<file path="src/rtl/pird_pkg.sv">
`timescale 1ns / 1ps
// Shared constants, types and helper functions for the packed image RLE decoder.
// No dependencies; every other file of the block imports this package.
package pird_pkg;

    // Palette geometry. The color index of a token is taken modulo the entry count.
    localparam int PALETTE_ENTRIES = 256;
    localparam int PAL_AW          = $clog2(PALETTE_ENTRIES);

    // Longest span list one token may produce.
    localparam int MAX_SPANS = 34;
    localparam int CNT_W     = $clog2(MAX_SPANS + 1);

    // Token decoding.
    localparam logic [11:0] LITERAL_LIMIT = 12'd2047;

    // Field widths.
    localparam int CMD_W   = 2;
    localparam int CFG_W   = 12;
    localparam int CFG_AW  = 2;
    localparam int TOKEN_W = 24;
    localparam int POS_W   = 13;
    localparam int COLOR_W = 16;

    // Item commands.
    localparam logic [CMD_W-1:0] CMD_PALETTE = 2'd0;
    localparam logic [CMD_W-1:0] CMD_TOKEN   = 2'd1;
    localparam logic [CMD_W-1:0] CMD_START   = 2'd2;

    // Configuration register indexes.
    localparam logic [CFG_AW-1:0] CFG_ORIGIN_X = 2'd0;
    localparam logic [CFG_AW-1:0] CFG_ORIGIN_Y = 2'd1;
    localparam logic [CFG_AW-1:0] CFG_WIDTH_M1 = 2'd2;
    localparam logic [CFG_AW-1:0] CFG_ROWS     = 2'd3;

    // Configuration reset values.
    localparam logic [CFG_W-1:0] RST_WIDTH_M1 = 12'd319;
    localparam logic [CFG_W-1:0] RST_ROWS     = 12'd199;

    // One input item as seen by the datapath.
    typedef struct packed {
        logic [CMD_W-1:0]   command;
        logic [7:0]         palette_index;
        logic [7:0]         red;
        logic [7:0]         green;
        logic [7:0]         blue;
        logic [TOKEN_W-1:0] token;
    } t_item;

    // Commands from the controller to the datapath.
    typedef struct packed {
        logic take;   // input transaction completes this cycle
        logic calc;   // register the length of the next span
        logic load;   // place the span in the output register and move the cursor
    } t_ctl_cmd;

    // Status from the datapath to the controller.
    typedef struct packed {
        logic begin_spans;  // the offered item is a token that will produce spans
        logic out_room;     // the output register can take a span this cycle
        logic span_last;    // the span being loaded ends the token
    } t_dp_status;

    // Pack RGB888 into RGB565.
    function automatic logic [COLOR_W-1:0] rgb565(input logic [7:0] r,
                                                  input logic [7:0] g,
                                                  input logic [7:0] b);
        rgb565 = {r[7:3], g[7:2], b[7:3]};
    endfunction

endpackage

</file>
<file path="src/rtl/pird_ctrl.sv">
`timescale 1ns / 1ps
// Sequencing state machine of the decoder: accepts items and steps through spans.
// Depends on pird_pkg for the command and status structs.
module pird_ctrl (
    input  logic                  i_clk,
    input  logic                  i_rst_n,
    input  logic                  i_in_valid,
    output logic                  o_in_ready,
    input  pird_pkg::t_dp_status  i_status,
    output pird_pkg::t_ctl_cmd    o_cmd
);
    import pird_pkg::*;

    localparam logic [1:0] ST_IDLE = 2'd0;
    localparam logic [1:0] ST_CALC = 2'd1;
    localparam logic [1:0] ST_EMIT = 2'd2;

    logic [1:0] r_state;
    logic [1:0] n_state;

    assign o_in_ready = (r_state == ST_IDLE);
    assign o_cmd.take = i_in_valid && o_in_ready;
    assign o_cmd.calc = (r_state == ST_CALC);
    assign o_cmd.load = (r_state == ST_EMIT) && i_status.out_room;

    always_comb begin
        n_state = r_state;
        unique case (r_state)
            ST_IDLE: begin
                if (o_cmd.take && i_status.begin_spans) begin
                    n_state = ST_CALC;
                end
            end
            ST_CALC: begin
                n_state = ST_EMIT;
            end
            ST_EMIT: begin
                if (i_status.out_room) begin
                    n_state = i_status.span_last ? ST_IDLE : ST_CALC;
                end
            end
            default: begin
                n_state = ST_IDLE;
            end
        endcase
    end

    always_ff @(posedge i_clk) begin
        if (!i_rst_n) begin
            r_state <= ST_IDLE;
        end else begin
            r_state <= n_state;
        end
    end

`ifndef SYNTHESIS
    // A span is only emitted after its length was worked out.
    a_emit_after_calc: assert property (@(posedge i_clk) disable iff (!i_rst_n)
        (r_state == ST_EMIT) |-> ($past(r_state) == ST_CALC || $past(r_state) == ST_EMIT))
        else $error("emit state entered without a length calculation");

    // A token that produces spans moves straight on to the length calculation.
    a_take_to_calc: assert property (@(posedge i_clk) disable iff (!i_rst_n)
        (o_cmd.take && i_status.begin_spans) |=> (r_state == ST_CALC))
        else $error("span sequence did not start after a token transaction");

    // A stalled span keeps the sequencer in its emit state.
    a_stall_holds: assert property (@(posedge i_clk) disable iff (!i_rst_n)
        (r_state == ST_EMIT && !i_status.out_room) |=> (r_state == ST_EMIT))
        else $error("emit state left while the output was stalled");
`endif

endmodule

</file>
<file path="config.mk">
export PLATFORM = sky130hd
export DESIGN_NAME = pird_ctrl
export DESIGN_NICKNAME = d
export VERILOG_FILES = /design/src/rtl/pird_pkg.sv /design/src/rtl/pird_ctrl.sv
export SDC_FILE = /design/constraint.sdc
export NUM_CORES = 1
export LEC_CHECK = 0
export BUFFER_PORTS_ARGS = -buffer_cell sky130_fd_sc_hd__clkbuf_2
export CAP_MARGIN = 10
export CORE_AREA = 2 2 39 41
export CTS_BUF_LIST = sky130_fd_sc_hd__clkbuf_16
export DETAILED_ROUTE_END_ITERATION = 7
export DIE_AREA = 0 0 41 43
export SYNTH_ARGS = -nofsm -noshare
export SYNTH_HDL_FRONTEND = slang
export SYNTH_SLANG_ARGS = --single-unit
</file>
<file path="constraint.sdc">
create_clock -name i_clk -period 2.3 [get_ports i_clk]
set_input_delay 0.575 -clock i_clk [delete_from_list [all_inputs] [get_ports i_clk]]
set_output_delay 0.575 -clock i_clk [all_outputs]
set_load 0.02 [all_outputs]
</file>
Word-level counts from Yosys, hierarchy flattened. Index checks and enable logic that the tools add are counted.

Register bits after elaboration: 2. Input bits: 6.

Equal/unequal tests: 4. Mux-type cells: 4. Reduce and logical (&&, ||, !) cells: 5.

Operators by type and width (number): 2-bit case mux with 3 select lines (1); 2-bit 2-to-1 mux (2); 1-bit logical AND (3); 2-bit by 1-bit equality test with 1-bit output (second input constant) (1); 2-bit equality test (second input constant) (1); 2-bit logical NOT (1); 2-bit by 1-bit inequality test with 1-bit output (second input constant) (1); 2-bit inequality test (second input constant) (1); 2-bit AND reduction (1); 1-bit 2-to-1 mux (1).

Logic depth before layout (Yosys ltp). Gate-level depths: netlist (run 1).

Depth after elaboration: 5. Mapped depth: 2. Depth with buffers taken out: 2.

Worst setup path after synthesis (run 1). OpenSTA, ideal clock, no wires.

Path kind: register to output. From: reg r_state[0]. To: out o_cmd[2] in the netlist's numbering. Arrival: 0.939 ns. Required time: 1.725 ns. Setup slack: 0.786 ns. Cell stages (with the launch flop): 3. Path buffers: 0. Cells stage by stage: dfxtp_1 > nor2_1 > and2_1.

RTL lines: start: declaration (line pird_ctrl.sv:18) `logic [1:0] r_state;`; start signal: assignment (line pird_ctrl.sv:52) `r_state <= n_state;`; end: declaration (line pird_ctrl.sv:10) `output pird_pkg::t_ctl_cmd o_cmd`.

==> run metrics, run 1 <==
outcome=complete, no violations; Total GRT Usage=3.61%; largest net degree at the start of global routing=7; WS Path Type=input pin to output port; Mapped Cells=13; total grt overflow=0; Pwr Density=1240 nW/um^2; most common cell after layout, fill and taps aside=clkbuf_2; mean area per synthesized cell=~9.4 um^2; design area=255 um^2; Clock Sinks=2; Hold WC Path Type=flip-flop to flip-flop; first-pass GRT wire length=~370 um; part of the power in the clock network=81.2%; max_cap viols=0; post-route clock skew=0.00107 ns; CTS tree=built; period utilization=approximately 70%; nets@finish=32; Pleak=about 0.12 nW; Worst path max stage delay=approximately 0.2 ns; synthesis-to-finish area growth=108%; routed vias/inst=~3.1; Vias=125; cell with the most instances on the worst path=clkbuf_2; Cell Area, Placed=between 150 and 200 um^2; Sw Share=15.4%; CP bufs+invs=2; data required time of the worst path=1.73 ns; Max Buffers Root-to-Sink=2; # diodes=0; hold endpoint=r_state[0]; Post-Layout Cell Count=40; most frequent cells in the layout=clkbuf_2 (9), clkbuf_16 (3), nand3b_1 (2), dfxtp_1 (2); Final Hold Vio Count=0; Tmin final=~1.6 ns; Core Region=approximately 1400 um^2; YS warnings=0; Hold-fix buffers, CTS=0; Crit Reg-Reg Startpoint=r_state[1]; CP startpoint kind=input pin; library cells used by synthesis=11; worst skew pair latency=approximately 0.22 ns; Regs by FF count=r_state (2); WL final=289 um; Die Wd=41 um; TritonCTS Buffers=3; I/O Buffers=9; Initial Util=8.86%; mapped cell area=123 um^2; Crit path max-delay family=buffers and inverters; Final Slew Violations=0; Comb pwr share=between 6 and 7%; Crit Path Max Fanout=3; worst path arrival time=1.03 ns; Die Ht=43 um; syn_nets=19; placed insts=37; Worst-Margin Slew=roughly 0.18 ns; PostCTS Resize Cnt=0; H-tree depth=1; Final setup violation count=0; Worst IR Drop VDD=0.326 mV; f_max=0.624 GHz; Worst Reg-to-Reg Cells=2; Reg power frac=12.2%; #FFs+latches synth=2; crit end category=output port; per-cell routed wire length=7.23 um; Switch Pwr=0.0487 mW; depth of the worst hold-timing path=2; 1st-pass router iterations=1; DRT antenna net count=0; vias in the first global route=110; sequential fraction of the synthesis area=32.7%; Worst-path clk slew=0.03 ns; DRT iter0 DRCs=0; DRC Markers=0; max FFs per register=2; Die Area=between 1500 and 2000 um^2; R2R setup slack=1.52 ns; FF-to-FF End=r_state[1]; gpl congestion=0.553; crit path max-delay cell type=and3b_2; # IOs=10; Worst Hold Launch=r_state[1]; initial antenna violation count=0; largest register by flop count=r_state; setup TNS=0 ns; FP Rows=14; internal power=between 0.2 and 0.3 mW; fraction of layout cells with a size suffix above 1=62.5%; post-CTS setup buffer count=0; Slew HR=roughly 88%; worst-path cell chain=clkbuf_2 > and3b_2 > clkbuf_2; Clock Tree Root=clkbuf_16; RSZ-0062 raised after global routing=false
## power by group through the flow
stage | clock network (mW) | registers (mW) | logic, mW
after floorplan | 0 | 0.0385 | 0.0131
after global placement | 0 | 0.0389 | 0.0209
after detailed placement | 0 | 0.0389 | 0.0212
after CTS | 0.259 | 0.0384 | 0.0212
after global routing | 0.265 | 0.0387 | 0.0227
final | 0.257 | 0.0385 | 0.0210
## how the worst max path moves through the flow
stage / to / cells after the start / slack (ns) / from
final: o_cmd[0] / 3 / 0.70 / i_status[1]
after global routing: o_cmd[0] / 3 / 0.67 / i_status[1]
after CTS: o_cmd[0] / 3 / 0.69 / i_status[1]
after detailed placement: o_cmd[0] / 3 / 0.69 / i_status[1]
after global placement: o_cmd[0] / 3 / 0.70 / i_status[1]
after floorplan: o_cmd[2] / 2 / 0.79 / r_state[0]
## metal layers
| metal | routed length (um) | track usage [%] | vias to the layer above |
|---|---|---|---|
| li1 | - | - | 67 |
| met1 | 125 | 3.19 | 54 |
| met2 | 133 | 4.38 | 4 |
| met3 | 31 | 4.71 | 0 |
| met4 | 0 | 2.00 | 0 |
| met5 | 0 | 0 | - |
## layout make-up
type / count / area [um^2]
clock buffers: 3 / 75.1
fillers: 159 / 1130
multi-input cells: 10 / 75.1
flip-flops and latches: 2 / 40.0
well taps: 16 / 20.0
repair buffers: 9 / 45.0
## Yosys cell counts, drive strengths merged
cell / n / area share (%)
nor2b: 1 / 7.1
nor3b: 1 / 10
nor2: 1 / 3.1
and3b: 1 / 8.2
dfxtp: 2 / 33
a21oi: 1 / 4.1
nand2b: 1 / 5.1
o21a: 1 / 6.1
nand3b: 2 / 12
and2: 1 / 5.1
buf: 1 / 6.1
## per-stage QoR
stage | setup slack [ns] | power [mW] | hold WS (ns) | utilization (%)
finish | 0.696 | 0.316 | 0.544 | 18.4
global route | 0.672 | 0.327 | 0.586 | 18.4
CTS | 0.694 | 0.319 | 0.543 | 18.4
detailed placement | 0.695 | 0.0601 | 0.534 | 13.0
global placement | 0.705 | 0.0598 | 0.543 | 13.0
floorplan | 0.786 | 0.0516 | 0.501 | -
## cell families (layout without fill, tap and decap cells)
family	Yosys count	after routing	share of synthesized area [%]
compound gates	2	2	10.2
buf+inv	1	12	6.12
flops	2	2	32.7
simple gates	8	8	51.0
## worst min-delay path: stages (launching register included)
cell and delay [ns]:
dfxtp_1 0.34, nand3b_1 0.10, a21oi_1 0.05
Power figures use the tool's default switching activity.
==> run 2: changes to the inputs <==
==> constraint.sdc (replaced) <==
create_clock -name i_clk -period 1.45 [get_ports i_clk]
set_input_delay 0.3625 -clock i_clk [delete_from_list [all_inputs] [get_ports i_clk]]
set_output_delay 0.3625 -clock i_clk [all_outputs]
set_load 0.02 [all_outputs]
==> run metrics, run 2 (synthesized netlist as in run 1, its figures left out) <==
Core Region=1380 um^2 (unchanged); total grt overflow=0 (unchanged); Pwr Density=1970 nW/um^2 (was 1240 nW/um^2); Worst-path clk slew=0.03 ns (about the same); fin worst setup slack=0.116 ns (was 0.696 ns); Clock Sinks=2 (unchanged); gpl congestion=0.581 (was 0.553); internal power=0.424 mW (was 0.267 mW); worst-path cell chain=nor2_1 > and2_1 > clkbuf_2 (was clkbuf_2 > and3b_2 > clkbuf_2); Worst-Margin Slew=0.170 ns (was 0.179 ns); vias in the first global route=115 (was 110); crit end category=output port (unchanged); Slew HR=88.7% (was 88.0%); Reg power frac=12.1% (was 12.2%); Worst IR Drop VDD=0.386 mV (was 0.326 mV); fraction of layout cells with a size suffix above 1=62.5% (unchanged); largest net degree at the start of global routing=7 (unchanged); TritonCTS Buffers=3 (unchanged); synthesis-to-finish area growth=108% (unchanged); worst path arrival time=0.97 ns (was 1.03 ns); post-CTS setup buffer count=0 (unchanged); Comb pwr share=6.6% (about the same); worst skew pair latency=0.22 ns (about the same); CP startpoint kind=flip-flop (was input pin); DRT antenna net count=0 (unchanged); R2R setup slack=0.67 ns (was 1.52 ns); max_cap viols=0 (unchanged); max FFs per register=2 (unchanged); Post-Layout Cell Count=40 (unchanged); crit path max-delay cell type=dfxtp_1 (was and3b_2); most common cell after layout, fill and taps aside=clkbuf_2 (unchanged); Max Buffers Root-to-Sink=2 (unchanged); Final setup violation count=0 (unchanged); largest register by flop count=r_state (unchanged); initial antenna violation count=0 (unchanged); # diodes=0 (unchanged); Total GRT Usage=4.01% (was 3.61%); first-pass GRT wire length=372 um (unchanged); WL final=268 um (was 289 um); H-tree depth=1 (unchanged); routed vias/inst=3.23 (was 3.13); period utilization=92.0%; FF-to-FF End=r_state[1] (unchanged); RSZ-0062 raised after global routing=false (unchanged); Clock Tree Root=clkbuf_16 (unchanged); nets@finish=32 (unchanged); Pleak=0.118 nW (unchanged); Worst Reg-to-Reg Cells=2 (unchanged); I/O Buffers=9 (unchanged); per-cell routed wire length=6.70 um (was 7.23 um); Final Hold Vio Count=0 (unchanged); CTS tree=built (unchanged); FP Rows=14 (unchanged); Tmin final=1.33 ns; placed insts=37 (unchanged); Hold WC Path Type=input pin to flip-flop (was flip-flop to flip-flop); f_max=0.750 GHz; data required time of the worst path=1.09 ns (was 1.73 ns); Die Wd=41 um (unchanged); Post-DP HPWL=212 um; Die Ht=43 um (unchanged); Worst path max stage delay=0.39 ns (was 0.20 ns); Sw Share=15.6% (was 15.4%); pre-CTS setup slack=0.270 ns (was 0.695 ns); Crit Reg-Reg Startpoint=r_state[0] (was r_state[1]); total power=0.503 mW (was 0.316 mW); 1st-pass router iterations=2 (was 1); Hold-fix buffers, CTS=0 (unchanged); setup TNS=0 ns (unchanged); WS Path Type=flip-flop to output port (was input pin to output port); Switch Pwr=0.0783 mW (was 0.0487 mW); Crit Path Max Fanout=6 (was 3); part of the power in the clock network=81.3% (was 81.2%); DRT iter0 DRCs=1 (was 0); # IOs=10 (unchanged); most frequent cells in the layout=clkbuf_2 (9), clkbuf_16 (3), nand3b_1 (2), dfxtp_1 (2) (unchanged); Vias=129 (was 125); DRC Markers=0 (unchanged); Regs by FF count=r_state (2) (unchanged); post-route clock skew=0.00128 ns (was 0.00107 ns); PostCTS Resize Cnt=0 (unchanged); CP startpoint=r_state[1] (was i_status[1]); Initial Util=8.86% (unchanged); Die Area=1760 um^2 (unchanged); outcome=complete, no violations (unchanged); Final Slew Violations=0 (unchanged); Critical Path Sink=o_cmd[2] (was o_cmd[0])
==> run 2: area by class of cell <==
| class | count | area (um^2) |
|---|---|---|
| fill | 156 | 1130 |
| multi-input combinational | 10 | 75.1 |
| clock buffer | 3 | 75.1 |
| timing repair buffer | 9 | 45.0 |
| sequential | 2 | 40.0 |
| tap | 16 | 20.0 |
==> run 2: critical path: cells and delay by family (launching register included) <==
kind / cells / cell delay [ns]
flip-flops: 1 / 0.39
AND/OR/NAND/NOR: 2 / 0.22
buffers and inverters: 1 / 0.15
==> run 2: worst min-delay path by stage <==
| stage | startpoint | to | slack (ns) | cells after the start |
|---|---|---|---|---|
| floorplan | i_rst_n | r_state[1] | 0.48 | 1 |
| global placement | r_state[1] | r_state[0] | 0.54 | 2 |
| detailed placement | r_state[1] | r_state[0] | 0.53 | 2 |
| CTS | i_rst_n | r_state[1] | 0.38 | 2 |
| global route | i_rst_n | r_state[1] | 0.39 | 2 |
| finish | i_rst_n | r_state[1] | 0.37 | 2 |
==> run 2: per-stage QoR <==
step / instance area, um^2 / hold slack (ns) / util, %
3_3_place_gp: 180 / 0.536 / 13.0
2_1_floorplan: 123 / 0.480 / -
6_report: 255 / 0.374 / 18.4
4_1_cts: 255 / 0.378 / 18.4
3_5_place_dp: 180 / 0.535 / 13.0
5_1_grt: 255 / 0.387 / 18.4
==> run 2: per-layer routing <==
metal	track usage [%]	routed length (um)	vias to the layer above
met4	6.00	7	0
met3	4.71	27	2
li1	-	-	67
met1	3.51	97	56
met5	0	0	-
met2	3.44	136	4
==> run 2: power by group through the flow <==
stage                     Sequential, mW  Combinational (mW)  Clock, mW
after global routing              0.0614              0.0364      0.420
after CTS                         0.0611              0.0336      0.416
after floorplan                   0.0610              0.0208          0
after detailed placement          0.0617              0.0336          0
final                             0.0610              0.0330      0.409
after global placement            0.0616              0.0333          0
